File: src/z80nbr_pkg.sv
// ----------------------------------------------------------------------------
// z80nbr_pkg - shared types and constants for the Z80 next-branch resolver
// Opcode constants, decode masks, window geometry and the condition helper.
// ----------------------------------------------------------------------------
package z80nbr_pkg;

	localparam int unsigned WIN_BYTES = 6;
	localparam int unsigned POS_W     = 3;	// prefix count 0..6
	localparam int unsigned IDX_W     = 4;	// byte index up to pos + 2

	// prefixes
	localparam logic [7:0] OP_PFX_IX = 8'hDD;
	localparam logic [7:0] OP_PFX_IY = 8'hFD;
	localparam logic [7:0] OP_PFX_ED = 8'hED;

	// plain opcodes
	localparam logic [7:0] OP_HALT  = 8'h76;
	localparam logic [7:0] OP_RET   = 8'hC9;
	localparam logic [7:0] OP_JP    = 8'hC3;
	localparam logic [7:0] OP_CALL  = 8'hCD;
	localparam logic [7:0] OP_JP_HL = 8'hE9;
	localparam logic [7:0] OP_JR    = 8'h18;
	localparam logic [7:0] OP_DJNZ  = 8'h10;
	localparam logic [7:0] OP_NOP   = 8'h00;
	localparam logic [7:0] OP_EXAF  = 8'h08;

	// masks and patterns
	localparam logic [7:0] MASK_C7     = 8'hC7;
	localparam logic [7:0] MASK_C1     = 8'hC1;
	localparam logic [7:0] MASK_F4     = 8'hF4;
	localparam logic [7:0] PAT_BLOCK   = 8'hB0;
	localparam logic [7:0] PAT_RETX    = 8'h45;
	localparam logic [7:0] PAT_CC      = 8'hC0;
	localparam logic [7:0] PAT_RET_CC  = 8'hC0;
	localparam logic [7:0] PAT_JP_CC   = 8'hC2;
	localparam logic [7:0] PAT_CALL_CC = 8'hC4;
	localparam logic [7:0] PAT_RST     = 8'hC7;
	localparam logic [7:0] PAT_REL     = 8'h00;

	// flag bit positions in F
	localparam int unsigned FLG_S_BIT = 7;
	localparam int unsigned FLG_Z_BIT = 6;
	localparam int unsigned FLG_P_BIT = 2;
	localparam int unsigned FLG_C_BIT = 0;

	typedef enum logic [1:0] {
		BASE_HL,
		BASE_IX,
		BASE_IY
	} base_sel_t;

	typedef struct packed {
		logic taken;
		logic indir;
		logic loop;
		logic call;
		logic blk;
		logic ovf;
	} kind_t;

	// byte of the window, zero past its end
	function automatic logic [7:0] win_byte(input logic [8*WIN_BYTES-1:0] win,
						input logic [IDX_W-1:0] idx);
		logic [7:0] res;
		res = 8'h00;
		for (int i = 0; i < WIN_BYTES; i++) begin
			if (idx == IDX_W'(i)) begin
				res = win[8*i +: 8];
			end
		end
		return res;
	endfunction

	// sel picks Z, C, P/V, S; opcode bit 3 clear means the flag must be clear
	function automatic logic cond_met(input logic [7:0] op, input logic [7:0] f,
					  input logic [1:0] sel);
		logic bit_v;
		unique case (sel)
			2'd0: bit_v = f[FLG_Z_BIT];
			2'd1: bit_v = f[FLG_C_BIT];
			2'd2: bit_v = f[FLG_P_BIT];
			default: bit_v = f[FLG_S_BIT];
		endcase
		return bit_v ^ ~op[3];
	endfunction

endpackage

File: src/z80_next_branch_resolver.sv
// ----------------------------------------------------------------------------
// z80_next_branch_resolver - next-instruction branch decode for the Z80
// Skips DD/FD/ED prefixes, decodes the opcode and resolves the branch target.
// ----------------------------------------------------------------------------
//
//  channel | handshake          | payload
//  --------+--------------------+------------------------------------------
//  in      | in_valid/in_ready  | pc_value, code_window, hl/ix/iy_value,
//          |                    | stack_word, flag_reg, b_value
//  out     | out_valid/out_ready| branch_taken, target_addr, target_indirect,
//          |                    | loop_kind, call_kind, block_kind,
//          |                    | prefix_overflow
//
//  Three register stages: prefix scan, opcode decode, relative-target add.
//  One request per cycle while the output is not stalled.
//  Each stage moves when the one after it is empty or moving, so a stall on
//  out_ready holds each occupied stage in place and backs up to in_ready.
//  Reset clears the stage valid bits only.
// ----------------------------------------------------------------------------
module z80_next_branch_resolver #(
	parameter int MAX_PREFIXES = 3
) (
	input  logic        clk,
	input  logic        arst_n,
	input  logic        in_valid,
	output logic        in_ready,
	input  logic [15:0] pc_value,
	input  logic [47:0] code_window,
	input  logic [15:0] hl_value,
	input  logic [15:0] ix_value,
	input  logic [15:0] iy_value,
	input  logic [15:0] stack_word,
	input  logic [7:0]  flag_reg,
	input  logic [7:0]  b_value,
	output logic        out_valid,
	input  logic        out_ready,
	output logic        branch_taken,
	output logic [15:0] target_addr,
	output logic        target_indirect,
	output logic        loop_kind,
	output logic        call_kind,
	output logic        block_kind,
	output logic        prefix_overflow
);
	import z80nbr_pkg::*;

	logic en_s1, en_s2, en_s3;
	logic valid_s1, valid_s2, valid_s3;

	// ---------------- stage 1: prefix scan ----------------
	logic [POS_W-1:0] scan_pos;
	base_sel_t        scan_bsel;
	logic             scan_ext;
	logic [15:0]      scan_base;

	logic [POS_W-1:0] pos_s1;
	logic [7:0]       op_s1, opnd1_s1, opnd2_s1;
	logic [15:0]      base_s1, pc_s1, sw_s1;
	logic [7:0]       f_s1, b_s1;
	logic             ext_s1;

	always_comb begin
		logic       done;
		logic [7:0] byte_v;
		done      = 1'b0;
		scan_pos  = POS_W'(WIN_BYTES);
		scan_bsel = BASE_HL;
		scan_ext  = 1'b0;
		for (int i = 0; i < WIN_BYTES; i++) begin
			byte_v = code_window[8*i +: 8];
			if (!done) begin
				if (byte_v == OP_PFX_IX) begin
					scan_bsel = BASE_IX;
				end else if (byte_v == OP_PFX_IY) begin
					scan_bsel = BASE_IY;
				end else if (byte_v == OP_PFX_ED) begin
					scan_ext = 1'b1;
				end else begin
					scan_pos = POS_W'(i);
					done     = 1'b1;
				end
			end
		end
	end

	always_comb begin
		unique case (scan_bsel)
			BASE_IX: scan_base = ix_value;
			BASE_IY: scan_base = iy_value;
			default: scan_base = hl_value;
		endcase
	end

	always_ff @(posedge clk or negedge arst_n) begin
		if (!arst_n) begin
			valid_s1 <= 1'b0;
		end else if (en_s1) begin
			valid_s1 <= in_valid;
		end
	end

	always_ff @(posedge clk) begin
		if (en_s1 && in_valid) begin
			pos_s1   <= scan_pos;
			op_s1    <= win_byte(code_window, IDX_W'(scan_pos));
			opnd1_s1 <= win_byte(code_window, IDX_W'(scan_pos) + IDX_W'(1));
			opnd2_s1 <= win_byte(code_window, IDX_W'(scan_pos) + IDX_W'(2));
			base_s1  <= scan_base;
			ext_s1   <= scan_ext;
			pc_s1    <= pc_value;
			sw_s1    <= stack_word;
			f_s1     <= flag_reg;
			b_s1     <= b_value;
		end
	end

	// ---------------- stage 2: opcode decode ----------------
	logic [1:0]  dec_nops;
	kind_t       dec_kind;
	logic        dec_rel;
	logic [15:0] dec_abs;
	logic [15:0] dec_word;
	logic        pfx_ovf, opnd_ovf;

	kind_t       kind_s2;
	logic        rel_s2;
	logic [15:0] abs_s2, relbase_s2;
	logic [7:0]  disp_s2;

	assign dec_word = {opnd2_s1, opnd1_s1};

	always_comb begin
		dec_nops = 2'd0;
		if (!ext_s1) begin
			if (op_s1 == OP_JP || op_s1 == OP_CALL ||
			    (op_s1 & MASK_C7) == PAT_JP_CC || (op_s1 & MASK_C7) == PAT_CALL_CC) begin
				dec_nops = 2'd2;
			end else if ((op_s1 & MASK_C7) == PAT_REL && op_s1 != OP_NOP &&
				     op_s1 != OP_EXAF) begin
				dec_nops = 2'd1;
			end
		end
	end

	assign pfx_ovf  = (pos_s1 >= POS_W'(WIN_BYTES)) || (int'(pos_s1) > MAX_PREFIXES);
	assign opnd_ovf = (op_s1 != OP_HALT) &&
			  ({1'b0, pos_s1} + 4'd1 + {2'b00, dec_nops} > 4'(WIN_BYTES));

	always_comb begin
		dec_kind = '0;
		dec_rel  = 1'b0;
		dec_abs  = 16'h0000;
		priority if (pfx_ovf || opnd_ovf) begin
			dec_kind.ovf = 1'b1;
		end else if (op_s1 == OP_HALT) begin
			dec_kind.blk = 1'b1;
		end else if (ext_s1) begin
			priority if ((op_s1 & MASK_F4) == PAT_BLOCK) begin
				dec_kind.blk = 1'b1;
			end else if ((op_s1 & MASK_C7) == PAT_RETX) begin
				dec_kind.taken = 1'b1;
				dec_kind.indir = 1'b1;
				dec_abs        = sw_s1;
			end else begin
			end
		end else if (op_s1 == OP_RET) begin
			dec_kind.taken = 1'b1;
			dec_kind.indir = 1'b1;
			dec_abs        = sw_s1;
		end else if (op_s1 == OP_JP) begin
			dec_kind.taken = 1'b1;
			dec_abs        = dec_word;
		end else if (op_s1 == OP_CALL) begin
			dec_kind.taken = 1'b1;
			dec_kind.call  = 1'b1;
			dec_abs        = dec_word;
		end else if ((op_s1 & MASK_C1) == PAT_CC) begin
			if (cond_met(op_s1, f_s1, op_s1[5:4])) begin
				priority if ((op_s1 & MASK_C7) == PAT_RET_CC) begin
					dec_kind.taken = 1'b1;
					dec_kind.indir = 1'b1;
					dec_abs        = sw_s1;
				end else if ((op_s1 & MASK_C7) == PAT_CALL_CC) begin
					dec_kind.taken = 1'b1;
					dec_kind.call  = 1'b1;
					dec_abs        = dec_word;
				end else if ((op_s1 & MASK_C7) == PAT_JP_CC) begin
					dec_kind.taken = 1'b1;
					dec_kind.loop  = 1'b1;
					dec_abs        = dec_word;
				end else begin
				end
			end
		end else if (op_s1 == OP_JP_HL) begin
			dec_kind.taken = 1'b1;
			dec_kind.indir = 1'b1;
			dec_abs        = base_s1;
		end else if ((op_s1 & MASK_C7) == PAT_RST) begin
			dec_kind.taken = 1'b1;
			dec_kind.call  = 1'b1;
			dec_abs        = {10'b0, op_s1[5:3], 3'b000};
		end else if (dec_nops == 2'd1) begin
			priority if (op_s1 == OP_JR) begin
				dec_kind.taken = 1'b1;
				dec_rel        = 1'b1;
			end else if (op_s1 == OP_DJNZ) begin
				if (b_s1 != 8'd1) begin
					dec_kind.taken = 1'b1;
					dec_kind.loop  = 1'b1;
					dec_rel        = 1'b1;
				end
			end else if (cond_met(op_s1, f_s1, {1'b0, op_s1[4]})) begin
				dec_kind.taken = 1'b1;
				dec_kind.loop  = 1'b1;
				dec_rel        = 1'b1;
			end else begin
			end
		end else begin
		end
	end

	always_ff @(posedge clk or negedge arst_n) begin
		if (!arst_n) begin
			valid_s2 <= 1'b0;
		end else if (en_s2) begin
			valid_s2 <= valid_s1;
		end
	end

	always_ff @(posedge clk) begin
		if (en_s2 && valid_s1) begin
			kind_s2    <= dec_kind;
			rel_s2     <= dec_rel;
			abs_s2     <= dec_abs;
			relbase_s2 <= pc_s1 + {13'b0, pos_s1} + 16'd2;
			disp_s2    <= opnd1_s1;
		end
	end

	// ---------------- stage 3: relative add, output register ----------------
	kind_t       kind_s3;
	logic [15:0] target_s3;

	always_ff @(posedge clk or negedge arst_n) begin
		if (!arst_n) begin
			valid_s3 <= 1'b0;
		end else if (en_s3) begin
			valid_s3 <= valid_s2;
		end
	end

	always_ff @(posedge clk) begin
		if (en_s3 && valid_s2) begin
			kind_s3   <= kind_s2;
			target_s3 <= rel_s2 ? relbase_s2 + {{8{disp_s2[7]}}, disp_s2} : abs_s2;
		end
	end

	// stage enables: a stage loads when it is empty or its contents move on
	assign en_s3    = !valid_s3 || out_ready;
	assign en_s2    = !valid_s2 || en_s3;
	assign en_s1    = !valid_s1 || en_s2;
	assign in_ready = en_s1;

	assign out_valid       = valid_s3;
	assign branch_taken    = kind_s3.taken;
	assign target_addr     = target_s3;
	assign target_indirect = kind_s3.indir;
	assign loop_kind       = kind_s3.loop;
	assign call_kind       = kind_s3.call;
	assign block_kind      = kind_s3.blk;
	assign prefix_overflow = kind_s3.ovf;

endmodule

File: config.mk
export PLATFORM = sky130hd
export DESIGN_NAME = z80_next_branch_resolver
export DESIGN_NICKNAME = d
export VERILOG_FILES = /design/src/z80nbr_pkg.sv /design/src/z80_next_branch_resolver.sv
export SDC_FILE = /design/constraint.sdc
export NUM_CORES = 1
export LEC_CHECK = 0
export BUFFER_PORTS_ARGS = -buffer_cell sky130_fd_sc_hd__buf_2
export CAP_MARGIN = 20
export CORE_MARGIN = 1
export CORE_UTILIZATION = 51
export CTS_BUF_LIST = sky130_fd_sc_hd__clkbuf_8 sky130_fd_sc_hd__clkbuf_16
export CTS_CLUSTER_SIZE = 28
export DETAILED_ROUTE_END_ITERATION = 8
export PLACE_DENSITY = 0.77
export SYNTH_ARGS = -nofsm -noshare
export SYNTH_HDL_FRONTEND = slang
export SYNTH_SLANG_ARGS = --single-unit
File: constraint.sdc
create_clock -name clk -period 3.85 [get_ports clk]
set_input_delay 1.155 -clock clk [delete_from_list [all_inputs] [get_ports clk]]
set_output_delay 1.155 -clock clk [all_outputs]
set_load 0.05 [all_outputs]
==> qor.csv, run 1 <==
stage,metric,value,unit
run_status,outcome,finished clean,
yosys,synth_cell_types,76,
routing,dr_wl_met3,1480,µm
timing,finalCriticalPeriod,3.61,ns
yosys,ys_seq_elements,160,
yosys,post-synth-top-count-cell,edfxtp_1,
routing,wl_met2,11900,µm
timing,fin_hold_ws,0.413,ns
routing,drtAntennaViolNets,0,
worst_hold_path,hold_class,reg2reg,
pwr,peakVddDrop,0.000376,V
timing,clock_skew,0.0111,ns
yosys,synth_area_per_cell,11.3,µm²
floorplan,die_y,135,µm
setup_path,cp_data_required_time,4.02,ns
floorplan,die_w,135,µm
floorplan,coreArea,0.0173,mm²
yosys,synthesis.nets,980,
placement,portBuffers,167,
grt,grt_max_degree,60,
grt,grt_antenna_before_repair,0,
routing,wl_per_cell,18.3,µm
routing,m1WireLength,9730,µm
yosys,yosysWarnings,0,
flow_run,cap_violations,0,
grt,grtUsageTotal,26.9,%
floorplan,die-area,0.0183,mm²
setup_path,path_class,in2reg,
setup_path,cp-start-kind,primary input,
routing,drc,0,
timing,worstMarginPinSlew,0.866,ns
cts,clk_pin_slew,0.07,ns
routing,drtIter0Drc,673,
cts,clock-sinks,160,
yosys,synth_top_area_cell,edfxtp_1,
cts,cts.htree.levels,4,
floorplan,initial_core_util,52.3,%
grt,overflow,0,
finish,antenna_cells,0,
setup_path,slowest_stage,or4b_2,
grt,grt_pass1_vias,7252,
finish,final_net_count,1238,
setup_path,cp-end-kind,register,
routing,wirelength,23700,µm
yosys,async_flop_share,1.88,%
yosys,ys.flop_type,edfxtp_1,
grt,grt_pass1_wl,37300,µm
routing,dr.pass1.iters,6,
timing,setup_viol,0,
setup_path,path_cells,buf_2 > and4b_1 > or3b_1 > or4b_2 > nor2_1 > nand2_1 > buf_4 > mux2i_1 > ha_1 > buf_12 > a22oi_1 > o21ai_0,
timing,max_freq,277,MHz
placement,hpwlAfterDp,18100,µm
timing,max_slew_margin,41.8,%
cts,cts_buffers,17,
routing,vias,7596,
yosys,synth_edf_count,157,
yosys,seq_area_frac_synth,53.0,%
finish,finalCoreUtilization,66.4,%
yosys,syn_area,0.00904,mm²
timing,fin_crit_sh,93.9,%
setup_path,cp_data_arrival_time,3.78,ns
finish,fin_area,0.0115,mm²
cts,cts_tree,yes,
timing,rsz0062_at_grt,no,
yosys,synth_top_area_share,52.1,%
pwr,p_leak,0.00460,µW
pwr,power.density,407,mW/mm²
yosys,synth_commonest_cells,"edfxtp_1, nand2_1, nor2_1",
cts,root_buffer,clkbuf_16,
timing,finalWorstSetupSlack,0.237,ns
routing,top_layer,met4,
setup_path,path_max_fanout,16,
placement,dp_slack,-0.203,ns
finish,drive_gt1_share,33.3,%
floorplan,ios,172,
placement,postPlaceCellArea,0.0109,mm²
timing,slew_viol_final,0,
cts,holdBufCountCts,0,
finish,area_delta_synth_final,27.0,%
yosys,ys_top_cells_by_area,"edfxtp_1, ha_1, nand2_1",
routing,via_per_inst,5.85,
setup_path,critPathMaxStageDelay,0.70,ns
cts,clock_latency,0.43,ns
yosys,synthCells,802,
cts,cts_buffer_depth,2,
floorplan,std_cell_rows,48,
timing,hold_viol,0,
placement,place_congestion,0.941,
[cell families (layout without fill, tap and decap cells)]
family,after synthesis,in the layout,share of synthesized area [%]
AOI/OAI and AO/OA,215,215,17.1
xor gates and xnor gates,27,27,2.62
adders and majority gates,30,30,4.40
buffers and inverters,64,335,2.89
DFF,160,160,53.0
muxes,34,34,4.23
and+or+nand+nor,272,272,15.8
[where the power goes]
group / internal, µW / total (µW) / switching [µW]
combinational: 322 / 832 / 510
sequential: 2110 / 2190 / 76.4
clock: 914 / 1660 / 745
[final timing paths]
| kind | from | to | slack (ns) | depth (start not counted) |
|---|---|---|---|---|
| hold reg to reg | kind_s2[2]$_SDFFCE_PP0P_ | call_kind$_DFFE_PP_ | 0.41 | 0 |
| setup reg to reg | op_s1[0]$_DFFE_PP_ | abs_s2[1]$_SDFFCE_PP0P_ | 0.40 | 11 |
| hold / removal | kind_s2[2]$_SDFFCE_PP0P_ | call_kind$_DFFE_PP_ | 0.41 | 0 |
| max in group asynchronous | arst_n | out_valid$_DFFE_PN0P_ | 3.24 | 1 |
| min in group asynchronous | arst_n | valid_s2$_DFFE_PN0P_ | 0.51 | 1 |
| setup / recovery | code_window[33] | base_s1[0]$_DFFE_PP_ | 0.24 | 12 |
[area by class of cell]
| type | count | area (µm²) |
|---|---|---|
| Sequential cell | 160 | 4790 |
| Timing Repair Buffer | 270 | 1650 |
| Tap cell | 225 | 282 |
| Multi-Input combinational cell | 578 | 4060 |
| Clock inverter | 15 | 155 |
| Fill cell | 1312 | 5810 |
| Clock buffer | 17 | 425 |
| Inverter | 33 | 124 |
[through the flow]
step	total power (µW)	setup TNS, ns	std cells
finish	4680	0	1298
global route	4840	0	1298
CTS	4690	0	1298
detailed placement	3040	-3.09	1266
global placement	3010	-2.88	1266
floorplan	2720	-0.583	802
[metal layers]
metal,track usage [%],up-vias
met3,3.85,47
met1,35.4,3586
met2,45.2,333
li1,-,3630
met5,0,-
met4,9.74,0
[repair_timing]
item | 4_1_cts | 5_1_grt
buffers inserted | 0 | 0
gates resized for setup | 0 | 1
setup endpoints to repair | 0 | 12
[state kept, by name, summed over array words and instances (netlist names), 3 cells and up]
signal,count
op_s1,8
disp_s2,8
b_s1,8
opnd1_s1,8
sw_s1,16
target_addr,16
abs_s2,16
relbase_s2,16
opnd2_s1,8
kind_s2,6
pc_s1,16
f_s1,4
base_s1,16
pos_s1,3
[cell usage in the layout (no fill, tap or decap), drive strengths merged, types with 5 or more instances in the layout]
cell,netlist,layout
mux2i,15,15
a22oi,33,33
clkinv,0,6
nand3,28,28
nand4,10,10
nor3,16,16
buf,9,270
mux2,18,18
nor2b,15,15
a21o,9,9
and3,15,15
o221a,7,7
o21ai,54,54
xnor2,21,21
a221o,14,14
inv,33,41
o211ai,5,5
nor2,58,58
o2111ai,7,7
clkbuf,22,17
a31oi,7,7
o221ai,5,5
nand2,75,75
a21oi,32,32
and2,7,7
xor2,6,6
ha,27,27
nand2b,7,7
a221oi,8,8
nor3b,7,7
o21a,7,7
edfxtp,157,157
or3,7,7
a211oi,5,5
[critical path: cells and delay by family]
kind                       cells  cell delay (ns)
AOI/OAI and AO/OA              2             0.28
muxes                          1             0.11
and+or+nand+nor                5             1.57
buffers and inverters          3             0.43
adders and majority gates      1             0.23
Note: power is estimated with default switching activity, not from simulation.
==> run 2: changes to the inputs <==
--- a/config.mk
+++ b/config.mk
@@ -8,11 +8,11 @@
 export BUFFER_PORTS_ARGS = -buffer_cell sky130_fd_sc_hd__buf_2
 export CAP_MARGIN = 20
 export CORE_MARGIN = 1
-export CORE_UTILIZATION = 51
+export CORE_UTILIZATION = 29
 export CTS_BUF_LIST = sky130_fd_sc_hd__clkbuf_8 sky130_fd_sc_hd__clkbuf_16
 export CTS_CLUSTER_SIZE = 28
 export DETAILED_ROUTE_END_ITERATION = 8
-export PLACE_DENSITY = 0.77
+export PLACE_DENSITY = 0.5
 export SYNTH_ARGS = -nofsm -noshare
 export SYNTH_HDL_FRONTEND = slang
 export SYNTH_SLANG_ARGS = --single-unit
==> run 2 against run 1 <==
First-iteration DRC count fell by 23%. Sequential power is essentially flat. Clock power decreased by 5%. Worst hold slack improved by 0.0073 ns. Critical path type unchanged. Largest cell class unchanged. Largest power group unchanged.
==> qor.csv, run 2 (synthesized netlist as in run 1, its figures left out) <==
stage,metric,value,unit,change
timing,rsz0062_at_grt,no,,
routing,vias,7320,,-3.6%
floorplan,coreArea,0.0307,mm²,+77%
finish,fin_area,0.0117,mm²,+2.3%
finish,layout.filler_cells,3084,,+140%
finish,antenna_cells,0,,unchanged
timing,max_slew_margin,37.9,%,-3.9 points
cts,cts.htree.levels,4,,unchanged
setup_path,cp-start-kind,primary input,,
timing,max_freq,269,MHz,-2.9%
timing,fin_crit_sh,96.7,%,+2.8 points
setup_path,cp_data_required_time,4.01,ns,about the same
cts,cts_buffers,17,,unchanged
run_status,outcome,finished clean,,
placement,portBuffers,167,,unchanged
floorplan,ios,172,,unchanged
routing,drc,0,,unchanged
placement,postPlaceCellArea,0.0112,mm²,+2.7%
setup_path,reg2reg_slack,0.59,ns,+0.19 ns
flow_run,cap_violations,0,,unchanged
finish,layout_common_cells,"buf_2, edfxtp_1, buf_4",,
routing,dr.pass1.iters,5,,-1
cts,clk_pin_slew,0.06,ns,about the same
timing,fin_hold_ws,0.420,ns,+0.00727 ns
pwr,power,4590,µW,-1.8%
finish,final_net_count,1249,,+0.89%
timing,slew_viol_final,0,,unchanged
placement,hpwlAfterDp,20700,µm,+14%
routing,drtIter0Drc,518,,-23%
setup_path,path_max_fanout,26,,+10
finish,final_common_cell,buf_2,,
cts,clock_latency,0.42,ns,about the same
floorplan,die_y,179,µm,+32%
finish,area_delta_synth_final,29.9,%,
routing,wl_per_cell,17.3,µm,-5.0%
cts,root_buffer,clkbuf_16,,
timing,setup_viol,0,,unchanged
routing,via_per_inst,4.95,,-15%
floorplan,initial_core_util,29.5,%,-23 points
pwr,p_leak,0.00464,µW,+0.84%
timing,clock_skew,0.0102,ns,-0.000917 ns
setup_path,cp-end-kind,register,,
floorplan,die-area,0.0319,mm²,+75%
grt,grt_max_degree,53,,-12%
grt,grt_pass1_wl,39300,µm,+5.1%
routing,drtAntennaViolNets,0,,unchanged
cts,clock-sinks,160,,unchanged
grt,grt_antenna_before_repair,0,,unchanged
timing,worstMarginPinSlew,0.932,ns,+0.0660 ns
cts,holdBufCountCts,0,,unchanged
floorplan,die_w,179,µm,+32%
grt,overflow,0,,unchanged
timing,setup-tns-final,0,ns,unchanged
pwr,power.density,391,mW/mm²,-4.0%
routing,wirelength,25600,µm,+8.1%
finish,drive_gt1_share,33.8,%,+0.56 points
cts,cts_buffer_depth,2,,unchanged
timing,finalCriticalPeriod,3.72,ns,+0.108 ns
placement,dp.cells,1447,,+14%
worst_hold_path,hold_class,reg2reg,,
setup_path,cp_data_arrival_time,3.88,ns,+0.10 ns
pwr,peakVddDrop,0.000213,V,-43%
timing,hold_viol,0,,unchanged
finish,instances_no_fill,1478,,+14%
cts,cts_tree,yes,,
setup_path,path_class,in2reg,,
grt,grt_pass1_vias,7155,,-1.3%
floorplan,std_cell_rows,64,,+33%
placement,place_congestion,0.894,,-5.0%
grt,grtUsageTotal,16.3,%,-11 points
run 2: changes by cell type in the layout (fill, tap and decap cells not counted), sizes merged:
cell,before,now
buf,270,281
inv,41,37
clkinv,6,7
clkinvlp,0,1
run 2: worst paths after layout:
check,from,to,depth (start not counted)
worst min register to register,kind_s2[3]$_SDFFCE_PP0P_,loop_kind$_DFFE_PP_,0
min in group asynchronous,arst_n,valid_s1$_DFFE_PN0N_,1
worst min-delay path,kind_s2[3]$_SDFFCE_PP0P_,loop_kind$_DFFE_PP_,0
max in group asynchronous,arst_n,out_valid$_DFFE_PN0P_,1
worst max register to register,op_s1[2]$_DFFE_PP_,kind_s2[2]$_SDFFCE_PP0P_,9
worst max-delay path,code_window[33],base_s1[1]$_DFFE_PP_,10
run 2: area by class of cell:
type                            instances  area (µm²)  area share (%)
Clock buffer                           17         425            3.62
Clock inverter                         13         116           0.991
Inverter                               33         124            1.05
Multi-Input combinational cell        578        4070            34.6
Sequential cell                       160        4790            40.8
Tap cell                              396         495            4.22
Timing Repair Buffer                  281        1730            14.7
run 2: report_power, final:
part	total, µW	switching (µW)	internal [µW]
clock	1570	688	885
sequential	2190	78.3	2110
combinational	830	501	329
run 2: through the flow:
step                      setup slack, ns  utilization, %
final                               0.128            38.3
after global routing               0.0129            38.3
after CTS                          0.0998            38.2
after detailed placement           -0.343            36.5
after global placement             -0.286            36.5
after floorplan                   -0.0597               -
run 2: repair_timing:
| action | 4_1_cts | 5_1_grt |
|---|---|---|
| gates resized for setup | 0 | 2 |
| setup buffers | 0 | 0 |
| setup endpoints to repair | 0 | 10 |
run 2: metal layers:
metal / share of wire (%) / vias up / global-route usage [%]
li1: - / 3647 / -
met3: 4.8 / 14 / 2.66
met4: 0.65 / 0 / 3.11
met2: 49 / 199 / 27.8
met5: 0 / - / 0
met1: 46 / 3460 / 21.7
run 2: worst max-delay path, cell delays in order:
cell and delay [ns]:
buf_2 0.11, and4b_1 0.32, or3b_1 0.38, or4b_2 0.68, nor2_1 0.16, nand2_2 0.12, mux2_4 0.31, ha_2 0.37
buf_12 0.16, o21ai_0 0.11
